`src/rtl/core/rids_pkg.sv`:
```
// ----------------------------------------------------------------------------
// rids_pkg: shared types and constants of the rom id search unit
// Request codes, default sizes and the result flag group passed from the
// decision logic to the top level.
// ----------------------------------------------------------------------------
package rids_pkg;

  // default number of id bits searched per pass
  localparam int unsigned IdBitsDefault = 64;

  // positions below this limit lie inside the family byte
  localparam int unsigned FamilyLimit = 9;

  // width of the fixed rom id field on the ports
  localparam int unsigned RomIdWidth = 64;

  // width of the family discrepancy field
  localparam int unsigned FamDiscWidth = 4;

  // request codes
  typedef enum logic [1:0] {
    REQ_CLEAR  = 2'd0,
    REQ_TARGET = 2'd1,
    REQ_BEGIN  = 2'd2,
    REQ_PAIR   = 2'd3
  } req_code_t;

  // per-request flags produced by the decision logic
  typedef struct packed {
    logic write_bit;
    logic write_valid;
    logic pass_done;
    logic found;
  } step_flags_t;

endpackage

```
`src/rtl/core/rids_step.sv`:
```
// ----------------------------------------------------------------------------
// rids_step: search decision logic for one request
// Computes the next search state and the result flags from the current
// state and one registered request. Purely combinational.
// ----------------------------------------------------------------------------
module rids_step #(
  parameter int unsigned ID_BITS = rids_pkg::IdBitsDefault,
  parameter int unsigned POS_W   = $clog2(ID_BITS + 2)
) (
  input  rids_pkg::req_code_t                  req,
  input  logic                                 presence,
  input  logic                                 id_bit,
  input  logic                                 cmp_bit,
  input  logic [7:0]                           family_seed,
  input  logic [ID_BITS-1:0]                   id_reg,
  input  logic [POS_W-1:0]                     last_disc,
  input  logic [rids_pkg::FamDiscWidth-1:0]    fam_disc,
  input  logic                                 last_dev,
  input  logic [POS_W-1:0]                     bit_pos,
  input  logic [POS_W-1:0]                     zero_choice,
  input  logic                                 pass_active,
  output logic [ID_BITS-1:0]                   id_reg_next,
  output logic [POS_W-1:0]                     last_disc_next,
  output logic [rids_pkg::FamDiscWidth-1:0]    fam_disc_next,
  output logic                                 last_dev_next,
  output logic [POS_W-1:0]                     bit_pos_next,
  output logic [POS_W-1:0]                     zero_choice_next,
  output logic                                 pass_active_next,
  output rids_pkg::step_flags_t                flags
);

  localparam int unsigned IDX_W = $clog2(ID_BITS);
  localparam logic [POS_W-1:0] PosLast   = POS_W'(ID_BITS);
  localparam logic [POS_W-1:0] PosFamLim = POS_W'(rids_pkg::FamilyLimit);
  localparam logic [POS_W-1:0] PosOne    = POS_W'(1);

  logic [POS_W-1:0] pos;
  logic [IDX_W-1:0] idx;
  logic             dir;
  logic [POS_W-1:0] zero_pos;

  // current bit position, forced into range
  always_comb begin
    if (bit_pos == '0 || bit_pos > PosLast) begin
      pos = PosOne;
    end else begin
      pos = bit_pos;
    end
    idx = IDX_W'(pos - PosOne);
  end

  // search direction for a pair that is not all ones
  always_comb begin
    if (id_bit != cmp_bit) begin
      dir = id_bit;
    end else if (pos < last_disc) begin
      dir = id_reg[idx];
    end else begin
      dir = (pos == last_disc);
    end
    if (id_bit == cmp_bit && !dir) begin
      zero_pos = pos;
    end else begin
      zero_pos = zero_choice;
    end
  end

  // next state and flags
  always_comb begin
    id_reg_next      = id_reg;
    last_disc_next   = last_disc;
    fam_disc_next    = fam_disc;
    last_dev_next    = last_dev;
    bit_pos_next     = bit_pos;
    zero_choice_next = zero_choice;
    pass_active_next = pass_active;
    flags            = '0;
    case (req)
      rids_pkg::REQ_CLEAR: begin
        id_reg_next      = '0;
        last_disc_next   = '0;
        fam_disc_next    = '0;
        last_dev_next    = 1'b0;
        pass_active_next = 1'b0;
      end
      rids_pkg::REQ_TARGET: begin
        id_reg_next      = ID_BITS'(family_seed);
        last_disc_next   = PosLast;
        fam_disc_next    = '0;
        last_dev_next    = 1'b0;
        pass_active_next = 1'b0;
      end
      rids_pkg::REQ_BEGIN: begin
        bit_pos_next     = PosOne;
        zero_choice_next = '0;
        if (last_dev || !presence) begin
          last_disc_next   = '0;
          fam_disc_next    = '0;
          last_dev_next    = 1'b0;
          pass_active_next = 1'b0;
          flags.pass_done  = 1'b1;
        end else begin
          pass_active_next = 1'b1;
        end
      end
      rids_pkg::REQ_PAIR: begin
        if (pass_active) begin
          if (id_bit && cmp_bit) begin
            // no device answered: abort the pass
            last_disc_next   = '0;
            fam_disc_next    = '0;
            last_dev_next    = 1'b0;
            pass_active_next = 1'b0;
            flags.pass_done  = 1'b1;
          end else begin
            id_reg_next[idx]  = dir;
            zero_choice_next  = zero_pos;
            if (id_bit == cmp_bit && !dir && pos < PosFamLim) begin
              fam_disc_next = rids_pkg::FamDiscWidth'(pos);
            end
            flags.write_bit   = dir;
            flags.write_valid = 1'b1;
            bit_pos_next      = pos + PosOne;
            if (pos == PosLast) begin
              // last bit decided: close the pass
              flags.pass_done  = 1'b1;
              flags.found      = 1'b1;
              pass_active_next = 1'b0;
              last_disc_next   = zero_pos;
              if (zero_pos == '0) begin
                last_dev_next = 1'b1;
              end
              if (id_reg_next[7:0] == 8'd0) begin
                last_disc_next = '0;
                fam_disc_next  = '0;
                last_dev_next  = 1'b0;
                flags.found    = 1'b0;
              end
            end
          end
        end
      end
      default: begin
        flags = '0;
      end
    endcase
  end

endmodule

```
`src/rtl/core/rom_id_search_unit.sv`:
```
// ----------------------------------------------------------------------------
// rom_id_search_unit: decision core of the bus rom search
// Keeps the search state across passes and turns each request into the
// direction bit to write, the pass status and the current id.
// ----------------------------------------------------------------------------
//
//  channel   | valid / stall        | payload
//  ----------+----------------------+------------------------------------------
//  request   | req_valid/req_stall  | req_type presence id_bit cmp_bit
//            |                      | family_seed
//  result    | res_valid/res_stall  | write_bit write_valid pass_done found
//            |                      | last_device rom_id family_discrepancy
//
//  one request per cycle sustained while res_stall is low; a taken request
//  is held in the request register, then moves into the result register.
//  the search state is updated in the cycle a request moves into the result
//  register, so each request sees the state left by the one before it.
//  res_stall holds the result register; the request register then fills and
//  req_stall rises. synchronous reset clears the search state and both
//  stages.
//
module rom_id_search_unit #(
  parameter int unsigned ID_BITS = rids_pkg::IdBitsDefault
) (
  input  logic                               clk,
  input  logic                               rst,
  input  logic                               req_valid,
  output logic                               req_stall,
  input  logic [1:0]                         req_type,
  input  logic                               presence,
  input  logic                               id_bit,
  input  logic                               cmp_bit,
  input  logic [7:0]                         family_seed,
  output logic                               res_valid,
  input  logic                               res_stall,
  output logic                               write_bit,
  output logic                               write_valid,
  output logic                               pass_done,
  output logic                               found,
  output logic                               last_device,
  output logic [rids_pkg::RomIdWidth-1:0]    rom_id,
  output logic [rids_pkg::FamDiscWidth-1:0]  family_discrepancy
);

  localparam int unsigned POS_W = $clog2(ID_BITS + 2);

  // request register
  logic                 rq_valid;
  rids_pkg::req_code_t  rq_type;
  logic                 rq_presence;
  logic                 rq_id_bit;
  logic                 rq_cmp_bit;
  logic [7:0]           rq_family;

  // search state
  logic [ID_BITS-1:0]                 id_reg;
  logic [POS_W-1:0]                   last_disc;
  logic [rids_pkg::FamDiscWidth-1:0]  fam_disc;
  logic                               last_dev;
  logic [POS_W-1:0]                   bit_pos;
  logic [POS_W-1:0]                   zero_choice;
  logic                               pass_active;

  logic [ID_BITS-1:0]                 id_reg_next;
  logic [POS_W-1:0]                   last_disc_next;
  logic [rids_pkg::FamDiscWidth-1:0]  fam_disc_next;
  logic                               last_dev_next;
  logic [POS_W-1:0]                   bit_pos_next;
  logic [POS_W-1:0]                   zero_choice_next;
  logic                               pass_active_next;
  rids_pkg::step_flags_t              flags;

  logic res_free;
  logic advance;
  logic take;

  // handshake between the two stages
  assign res_free  = !res_valid || !res_stall;
  assign advance   = rq_valid && res_free;
  assign req_stall = rq_valid && !res_free;
  assign take      = req_valid && !req_stall;

  // request register
  always_ff @(posedge clk) begin
    if (rst) begin
      rq_valid <= 1'b0;
    end else if (take) begin
      rq_valid <= 1'b1;
    end else if (advance) begin
      rq_valid <= 1'b0;
    end
    if (take) begin
      rq_type     <= rids_pkg::req_code_t'(req_type);
      rq_presence <= presence;
      rq_id_bit   <= id_bit;
      rq_cmp_bit  <= cmp_bit;
      rq_family   <= family_seed;
    end
  end

  // decision logic
  rids_step #(
    .ID_BITS (ID_BITS),
    .POS_W   (POS_W)
  ) u_step (
    .req              (rq_type),
    .presence         (rq_presence),
    .id_bit           (rq_id_bit),
    .cmp_bit          (rq_cmp_bit),
    .family_seed      (rq_family),
    .id_reg           (id_reg),
    .last_disc        (last_disc),
    .fam_disc         (fam_disc),
    .last_dev         (last_dev),
    .bit_pos          (bit_pos),
    .zero_choice      (zero_choice),
    .pass_active      (pass_active),
    .id_reg_next      (id_reg_next),
    .last_disc_next   (last_disc_next),
    .fam_disc_next    (fam_disc_next),
    .last_dev_next    (last_dev_next),
    .bit_pos_next     (bit_pos_next),
    .zero_choice_next (zero_choice_next),
    .pass_active_next (pass_active_next),
    .flags            (flags)
  );

  // search state update
  always_ff @(posedge clk) begin
    if (rst) begin
      id_reg      <= '0;
      last_disc   <= '0;
      fam_disc    <= '0;
      last_dev    <= 1'b0;
      bit_pos     <= POS_W'(1);
      zero_choice <= '0;
      pass_active <= 1'b0;
    end else if (advance) begin
      id_reg      <= id_reg_next;
      last_disc   <= last_disc_next;
      fam_disc    <= fam_disc_next;
      last_dev    <= last_dev_next;
      bit_pos     <= bit_pos_next;
      zero_choice <= zero_choice_next;
      pass_active <= pass_active_next;
    end
  end

  // result register
  always_ff @(posedge clk) begin
    if (rst) begin
      res_valid <= 1'b0;
    end else if (advance) begin
      res_valid <= 1'b1;
    end else if (!res_stall) begin
      res_valid <= 1'b0;
    end
    if (advance) begin
      write_bit          <= flags.write_bit;
      write_valid        <= flags.write_valid;
      pass_done          <= flags.pass_done;
      found              <= flags.found;
      last_device        <= last_dev_next;
      rom_id             <= rids_pkg::RomIdWidth'(id_reg_next);
      family_discrepancy <= fam_disc_next;
    end
  end

endmodule

```
`config.mk`:
```
export PLATFORM = sky130hd
export DESIGN_NAME = rom_id_search_unit
export DESIGN_NICKNAME = d
export VERILOG_FILES = /design/src/rtl/core/rids_pkg.sv /design/src/rtl/core/rids_step.sv /design/src/rtl/core/rom_id_search_unit.sv
export SDC_FILE = /design/constraint.sdc
export NUM_CORES = 1
export LEC_CHECK = 0
export ABC_AREA = 1
export ABC_CLOCK_PERIOD_IN_PS = 6300
export BUFFER_PORTS_ARGS = -buffer_cell sky130_fd_sc_hd__buf_2
export CAP_MARGIN = 20
export CORE_MARGIN = 2
export CORE_UTILIZATION = 50
export CTS_CLUSTER_DIAMETER = 100
export DETAILED_ROUTE_END_ITERATION = 10
export PLACE_DENSITY = 0.72
export SLEW_MARGIN = 20
export SYNTH_ARGS = -nofsm -noshare
export SYNTH_HDL_FRONTEND = slang
export SYNTH_HIERARCHICAL = 1
export SYNTH_SLANG_ARGS = --single-unit
export TNS_END_PERCENT = 30
```
`constraint.sdc`:
```
create_clock -name clk -period 6.3 [get_ports clk]
set_clock_uncertainty 0.2 [all_clocks]
set_input_delay 0.945 -clock clk [delete_from_list [all_inputs] [get_ports clk]]
set_output_delay 0.945 -clock clk [all_outputs]
set_load 0.05 [all_outputs]
```
==> results.toml, run 1 <==
[status]
status = "finished, final reports clean"

[routing]
vias = 10500
wl_um = 30400
drc = 0
route.detailed.wl_per_inst_um = 16.8
antenna_left = 0
firstDrtPassIters = 5
drt-initial-drc-count = 1282
viasPerCell = 5.80

[clock_tree]
clkSinkCount = 179
tritoncts = "yes"
postCtsSetupRepairBufs = 0
cts_resized = 0
path_clk_slew_ns = 0.06
clockBufferDepth = 2
hold_buffers = 0
cts_root_buf = "clkbuf_16"
cts-htree-levels = 4
worstSkewPairLatency_ns = 0.44
numCtsBuffers = 17

[synth]
avgSynthCellArea_um2 = 7.33
yosysTopAreaCellShare_pct = 23.8
synth.distinct_cells = 44
synth_area_leader_cell = "edfxtp_1"
synth_edf_count = 86
syn_inst = 1479
ys.warnings.count = 6
synth_top_flop_cell = "dfxtp_1"
ys_ff_latch = 179
synthArstFlopShare_pct = 0
synth-seq-area-share_pct = 41.0
synth_fp_nets = 1505
syn_area_mm2 = 0.0108
yosys-top-cells-area = "edfxtp_1 (24%), dfxtp_1 (17%), nand2_1 (11%)"

[place]
portBuffers = 91
dp_hpwl_um = 19600
place.gp.congestion = 0.975

[global_route]
grt_pass1_vias = 9301
grt_usage_pct = 26.9
grt_max_degree = 97
overflow = 0
grt_antenna_before_repair = 0
grt_pass1_wl_um = 48400

[setup_path]
crit_path_start_kind = "register"
crit_type = "register to register"
critPathMaxFanout = 34
worstSetupEndpointType = "register"
required_ns = 6.47
cp.arrival_ns = 5.66

[timing]
grt_setup_unrepaired = "no"
fmax_mhz = 182
period_needed_ns = 5.50
totalNegativeSetupSlack_ns = 0
min_period_over_period_pct = 87.2
slew_violations = 0
hold_viol_final = 0
maxSlewHeadroom_pct = 29.1
worst_slew_pin_slew_ns = 1.06
setup_viol = 0

[hold_path]
hp-class = "register to register"

[finish]
area_growth_pct = 9.37
n_antenna_cell = 0
nNetsFinal = 1545
drive_gt1_share_pct = 12.3

[die]
die_area_mm2 = 0.0229
die_h_um = 151
dieWidth_um = 151
core_area_mm2 = 0.0212
start_util_pct = 51.2
rows = 53
ios = 92

[power_and_ir_drop]
p_clk_share_pct = 35.0
ir_drop_mv = 0.207
power_density_mw_per_mm2 = 266
switching_share_pct = 32.3
pwr-share-comb_pct = 22.4
switchingPower_w = 0.00102
seq_power_share_pct = 42.6
p_int_w = 0.00213
finalPower_w = 0.00315
power.leakage_nw = 4.83

[run]
drv_cap = 0
==> final timing paths <==
check                 start             end  slack, ns  depth (start not counted)
max reg2reg      bit_pos[2]      id_reg[42]       0.80                         26
min          zero_choice[2]  zero_choice[2]       0.29                          2
max              bit_pos[2]      id_reg[42]       0.80                         26
min reg2reg  zero_choice[2]  zero_choice[2]       0.29                          2
==> per-stage QoR <==
stage               utilization [%]  hold slack, ns  instances  instance area, um^2  setup slack, ns
finish                         56.0           0.287       1807                11900            0.805
floorplan                         -           0.252       1479                10800             2.36
global route                   56.0           0.318       1807                11900            0.465
CTS                            56.0           0.291       1807                11900            0.986
detailed placement             53.2           0.275       1775                11300             1.01
global placement               53.2           0.263       1775                11300             1.19
==> critical path, stage by stage (launching register included) <==
cell and delay [ns]:
dfxtp_1 0.46, inv_1 0.10, nand2_1 0.09, nor2_2 0.06
nand2_4 0.13, nand2_2 0.17, nand2_1 0.19, inv_1 0.11
ha_1 0.64, clkinv_1 0.57, nand3_1 0.24, nand2_1 0.07
nand2_1 0.05, nand3_1 0.07, nand3_1 0.08, nand2_1 0.05
nor2_1 0.13, nand2_2 0.09, nand2_4 0.15, nand2_4 0.24
inv_2 0.55, nor3_1 0.12, o32ai_1 0.42, inv_1 0.10
nand3_1 0.10, nand2_1 0.06, nor2_1 0.13
==> cell usage after synthesis (10+ instances only) <==
cell type    n
inv_2       10
nand3_1    117
buf_2       18
buf_6       18
nor3_1      36
clkbuf_1    39
a21oi_1    141
nor2_1     142
buf_4       16
nand4_1     26
o21ai_0     85
nand2_1    308
dfxtp_1     93
o32ai_1     27
a32o_1      22
inv_1      189
o21bai_1    26
edfxtp_1    86
==> layer usage <==
| metal | wire length, um | GRT usage (%) | vias up |
|---|---|---|---|
| li1 | - | - | 5042 |
| met1 | 13700 | 38.9 | 4836 |
| met2 | 13300 | 40.7 | 524 |
| met3 | 2610 | 4.19 | 72 |
| met4 | 758 | 9.44 | 0 |
| met5 | 0 | 0 | - |
==> power by group through the flow <==
stage / registers [W] / logic (W) / clock network (W)
final: 0.00134 / 0.000706 / 0.00110
after floorplan: 0.00143 / 0.000480 / 0
after CTS: 0.00134 / 0.000694 / 0.00111
after detailed placement: 0.00137 / 0.000690 / 0
after global routing: 0.00135 / 0.000778 / 0.00116
after global placement: 0.00137 / 0.000683 / 0
==> placed cells by master, fill, tap and decap left out, drive strengths merged <==
master / Yosys / routed
nand2: 322 / 322
o21a: 1 / 1
inv: 200 / 200
clkinv: 4 / 6
a221oi: 1 / 1
a211oi: 1 / 1
dfxtp: 93 / 93
o21bai: 26 / 26
a32o: 22 / 22
a31oi: 1 / 1
nand4: 26 / 26
o211ai: 6 / 6
o32ai: 27 / 27
o221ai: 6 / 6
nor2: 154 / 154
ha: 9 / 9
clkbuf: 39 / 24
a21oi: 142 / 142
nand3: 119 / 119
or2: 3 / 3
bufinv: 0 / 3
buf: 53 / 113
clkinvlp: 0 / 3
edfxtp: 86 / 86
mux2i: 1 / 1
o31ai: 1 / 1
o21ai: 90 / 90
nor3: 36 / 36
o22ai: 7 / 7
nand3b: 1 / 1
xor2: 2 / 2
==> cell families after synthesis <==
family	share of synthesized area (%)
adders and majority gates	1.04
and+or+nand+nor	26.9
buffers and inverters	12.3
AOI/OAI and AO/OA	18.5
muxes	0.0924
xor gates and xnor gates	0.162
DFF	41.0
==> final cells by class <==
| class | instances | area, um^2 |
|---|---|---|
| clock buffer | 24 | 472 |
| clock inverter | 8 | 126 |
| fill | 1994 | 9300 |
| inverter | 204 | 768 |
| multi-input combinational | 1004 | 5080 |
| sequential | 179 | 4450 |
| tap | 275 | 344 |
| timing repair buffer | 113 | 621 |
Power figures use the tool's default switching activity.
==> inputs of run 2 (changes only) <==
Settings changed: ABC_CLOCK_PERIOD_IN_PS 6300 to 5300, BUFFER_PORTS_ARGS -buffer_cell sky130_fd_sc_hd__buf_2 to -buffer_cell sky130_fd_sc_hd__buf_4.
Clock period 6.3 ns to 5.3 ns, I/O delays scaled along.
==> results.toml, run 2 (same netlist as run 1, synthesis figures left out) <==
[status]
status = "finished, final reports clean"

[timing]
maxSlewHeadroom_pct = 41.1
totalNegativeSetupSlack_ns = 0
hold_viol_final = 0
min_period_over_period_pct = 91.0
period_needed_ns = 4.82
setup_viol = 0
grt_setup_unrepaired = "no"
slew_violations = 0
fmax_mhz = 207
worst_slew_pin_slew_ns = 0.882

[setup_path]
crit_buf_inv = 4
crit_family = "simple AND/OR/NAND/NOR gates"
required_ns = 5.47
crit_path_start_kind = "register"
cp.arrival_ns = 4.99
worstSetupEndpointType = "register"
r2r-start = "bit_pos[0]"
crit_slowest_cell = "inv_2"
crit_start = "bit_pos[0]"
crit_path_max_incr_delay_ns = 0.55
critical_path.most_common_cell = "nand2_1"
crit_type = "register to register"
critPathMaxFanout = 34

[hold_path]
hold_start = "zero_choice[0]"
hp-class = "register to register"

[power_and_ir_drop]
ir_drop_mv = 0.238
power.leakage_nw = 4.95
power_density_mw_per_mm2 = 312

[die]
core_area_mm2 = 0.0212
die_area_mm2 = 0.0229
rows = 53
start_util_pct = 51.2
dieWidth_um = 151
ios = 92
die_h_um = 151

[global_route]
overflow = 0
grt_pass1_wl_um = 49000
grt_pass1_vias = 9305
grt_max_degree = 114
grt_usage_pct = 27.3
grt_antenna_before_repair = 0

[run]
drv_cap = 0

[routing]
wl_um = 30900
drc = 0
drt-initial-drc-count = 1269
route.detailed.wl_per_inst_um = 17.1
firstDrtPassIters = 6
viasPerCell = 5.78
antenna_left = 0
vias = 10500

[clock_tree]
tritoncts = "yes"
worstSkewPairLatency_ns = 0.43
clockBufferDepth = 2
clkSinkCount = 179
numCtsBuffers = 17
cts_root_buf = "clkbuf_16"
postCtsSetupRepairBufs = 0
hold_buffers = 0
cts-htree-levels = 4
cts_resized = 0
path_clk_slew_ns = 0.08

[finish]
multi_input_comb_area_mm2 = 0.00508
final_cell_mix = "nand2_1 (308), inv_1 (188), a21oi_1 (141), nor2_1 (141), nand3_1 (116)"
nNetsFinal = 1548
area_growth_pct = 12.1
n_antenna_cell = 0
drive_gt1_share_pct = 12.7
final_common_cell = "nand2_1"
regArea_mm2 = 0.00445
nFillCells = 2016
fin_util_pct = 57.4

[place]
portBuffers = 91
place.gp.congestion = 0.921
dp_hpwl_um = 20400
==> run 2: changes by cell type in the layout (fill, tap and decap cells not counted), moves of 2 or more <==
cell	change
clkbuf_1	-4
clkinvlp_4	-3
inv_8	+2
buf_4	+92
inv_6	+4
buf_2	-91
==> run 2: metal layers <==
layer	vias up	track usage [%]	wire length, um
met3	72	5.39	2870
met4	0	9.49	778
met2	501	41.5	13600
met5	-	0	0
li1	5040	-	-
met1	4855	38.7	13700
==> run 2: tightest hold or removal path: cells and delay by family, from the launching register on <==
kind / cells / cell delay [ns]
DFF: 1 / 0.33
AOI/OAI and AO/OA: 1 / 0.04
and+or+nand+nor: 1 / 0.08
==> run 2: where the power goes <==
group | internal (W) | switching (W)
Sequential | 0.00154 | 0.0000615
Combinational | 0.000255 | 0.000610
Clock | 0.000766 | 0.000569
==> run 2: worst paths after layout <==
path | slack (ns) | endpoint | cells after the start
max | 0.48 | id_reg[34] | 25
min | 0.29 | zero_choice[0] | 2
max reg2reg | 0.48 | id_reg[34] | 25
min reg2reg | 0.29 | zero_choice[0] | 2
==> run 2: cell type report <==
type	instances	share of cell area [%]
Timing Repair Buffer	116	7.43
Sequential cell	179	36.6
Tap cell	275	2.83
Clock inverter	13	1.40
Clock buffer	19	3.64
Multi-Input combinational cell	1004	41.8
Inverter	204	6.32
==> run 2: per-stage QoR <==
stage          hold WS (ns)  instances  instance area (um^2)  worst slack, ns  total power, W
2_1_floorplan         0.252       1479                 10800             1.36         0.00228
5_1_grt               0.323       1810                 12200           0.0470         0.00396
4_1_cts               0.288       1809                 12100            0.590         0.00380
6_report              0.287       1810                 12200            0.478         0.00380
3_5_place_dp          0.271       1777                 11500            0.634         0.00247
3_3_place_gp          0.263       1777                 11500            0.745         0.00246
==> inputs of run 3 (changes only) <==
Settings changed: BUFFER_PORTS_ARGS -buffer_cell sky130_fd_sc_hd__buf_4 to -buffer_cell sky130_fd_sc_hd__clkbuf_2.
==> results.toml, run 3 (same netlist as run 1, synthesis figures left out) <==
[status]
status = "finished, final reports clean"

[timing]
maxSlewHeadroom_pct = 35.1
worst_slew_pin_slew_ns = 0.970
fmax_mhz = 201
min_period_over_period_pct = 93.8
totalNegativeSetupSlack_ns = 0
setup_viol = 0
period_needed_ns = 4.97
slew_violations = 0
grt_setup_unrepaired = "no"
hold_viol_final = 0

[finish]
area_growth_pct = 9.53
final_cell_mix = "nand2_1 (308), inv_1 (188), a21oi_1 (141), nor2_1 (141), nand3_1 (116)"
fin_util_pct = 56.1
regArea_mm2 = 0.00445
nNetsFinal = 1548
nFillCells = 2040
final_common_cell = "nand2_1"
multi_input_comb_area_mm2 = 0.00508
drive_gt1_share_pct = 12.6

[routing]
route.detailed.wl_per_inst_um = 17.7
wl_met3_um = 3070
drc = 0
routed.top_layer = "met4"
met2WireLength_um = 14000
wl_um = 32000
drt-initial-drc-count = 1070
met1Wirelength_um = 14100
vias = 10400
firstDrtPassIters = 6
antenna_left = 0
viasPerCell = 5.75

[power_and_ir_drop]
switching_share_pct = 33.5
power_density_mw_per_mm2 = 314
ir_drop_mv = 0.235
seq_power_share_pct = 42.7
pwr-share-comb_pct = 23.0
switchingPower_w = 0.00125
p_clk_share_pct = 34.2
power.leakage_nw = 4.86
p_int_w = 0.00248

[global_route]
grt_max_degree = 83
grt_pass1_wl_um = 50400
grt_pass1_vias = 9265
overflow = 0
grt_antenna_before_repair = 1
grt_usage_pct = 28.2

[place]
portBuffers = 91
dp_hpwl_um = 20700
place.gp.congestion = 0.949

[hold_path]
holdPathStages = 2
worstHoldEndpoint = "last_disc[6]"
hp-class = "register to register"
hold_start = "last_disc[6]"

[clock_tree]
numCtsBuffers = 17
tritoncts = "yes"
cts_root_buf = "clkbuf_16"
cts-htree-levels = 4
clockBufferDepth = 2
hold_buffers = 0
clkSinkCount = 179
postCtsSetupRepairBufs = 0
path_clk_slew_ns = 0.07
worstSkewPairLatency_ns = 0.44
cts_resized = 0

[setup_path]
r2r_end = "id_reg[36]"
critical_path.most_common_cell = "nand2_1"
rrSetupSlack_ns = 0.33
crit_type = "register to register"
crit_path_max_incr_delay_ns = 0.51
path_depth = 26
worstSetupEndpointType = "register"
crit_slowest_cell = "inv_2"
critPathMaxFanout = 34
required_ns = 5.47
crit_family = "simple AND/OR/NAND/NOR gates"
r2r-start = "bit_pos[2]"
cp.arrival_ns = 5.14
crit_path_start_kind = "register"
crit_buf_inv = 5
rr_worst_depth = 26

[die]
die_h_um = 151
ios = 92
start_util_pct = 51.2
die_area_mm2 = 0.0229
rows = 53
core_area_mm2 = 0.0212
dieWidth_um = 151

[run]
drv_cap = 0
[run 3: cell count changes in the layout (fill, tap and decap cells not counted)]
cell,previous run,this run
clkbuf_2,0,91
inv_8,2,1
buf_4,114,24
clkbuf_1,1,3
bufinv_16,3,2
buf_16,1,0
diode_2,0,1
inv_6,4,3
clkinvlp_4,0,1
[run 3: cell type report]
class / instances / share of cell area [%]
antenna: 1 / 0.0211
clock buffer: 21 / 3.79
clock inverter: 11 / 1.07
inverter: 204 / 6.47
multi-input combinational: 1004 / 42.8
sequential: 179 / 37.5
tap: 275 / 2.90
timing repair buffer: 116 / 5.52
[run 3: worst max path at each step]
| stage | to | from |
|---|---|---|
| floorplan | id_reg[40] | bit_pos[2] |
| global placement | fam_disc[1] | bit_pos[0] |
| detailed placement | fam_disc[1] | bit_pos[0] |
| CTS | id_reg[36] | bit_pos[2] |
| global route | id_reg[52] | bit_pos[2] |
| finish | id_reg[36] | bit_pos[2] |
[run 3: metrics by stage]
stage	hold WS [ns]	total power [W]	worst slack, ns	instance area, um^2	instances
global route	0.307	0.00390	0.0640	11900	1810
floorplan	0.252	0.00228	1.36	10800	1479
global placement	0.263	0.00246	0.591	11300	1778
finish	0.285	0.00373	0.331	11900	1811
CTS	0.284	0.00374	0.452	11900	1810
detailed placement	0.267	0.00247	0.505	11300	1778
[run 3: tightest hold or removal path: cells and delay by family (launching register included)]
| family | cells | cell delay (ns) |
|---|---|---|
| flops | 1 | 0.33 |
| simple gates | 1 | 0.08 |
| compound gates | 1 | 0.04 |
[run 3: power groups by stage]
| stage | combinational (W) | sequential [W] | clock, W |
|---|---|---|---|
| 2_1_floorplan | 0.000571 | 0.00171 | 0 |
| 5_1_grt | 0.000943 | 0.00161 | 0.00135 |
| 3_5_place_dp | 0.000842 | 0.00162 | 0 |
| 6_report | 0.000860 | 0.00160 | 0.00128 |
| 3_3_place_gp | 0.000834 | 0.00162 | 0 |
| 4_1_cts | 0.000846 | 0.00159 | 0.00130 |
[run 3: layer usage]
metal,track usage (%),vias to the layer above
met5,0,-
met4,8.50,0
met3,5.39,86
met2,43.7,582
met1,40.0,4716
li1,-,5028
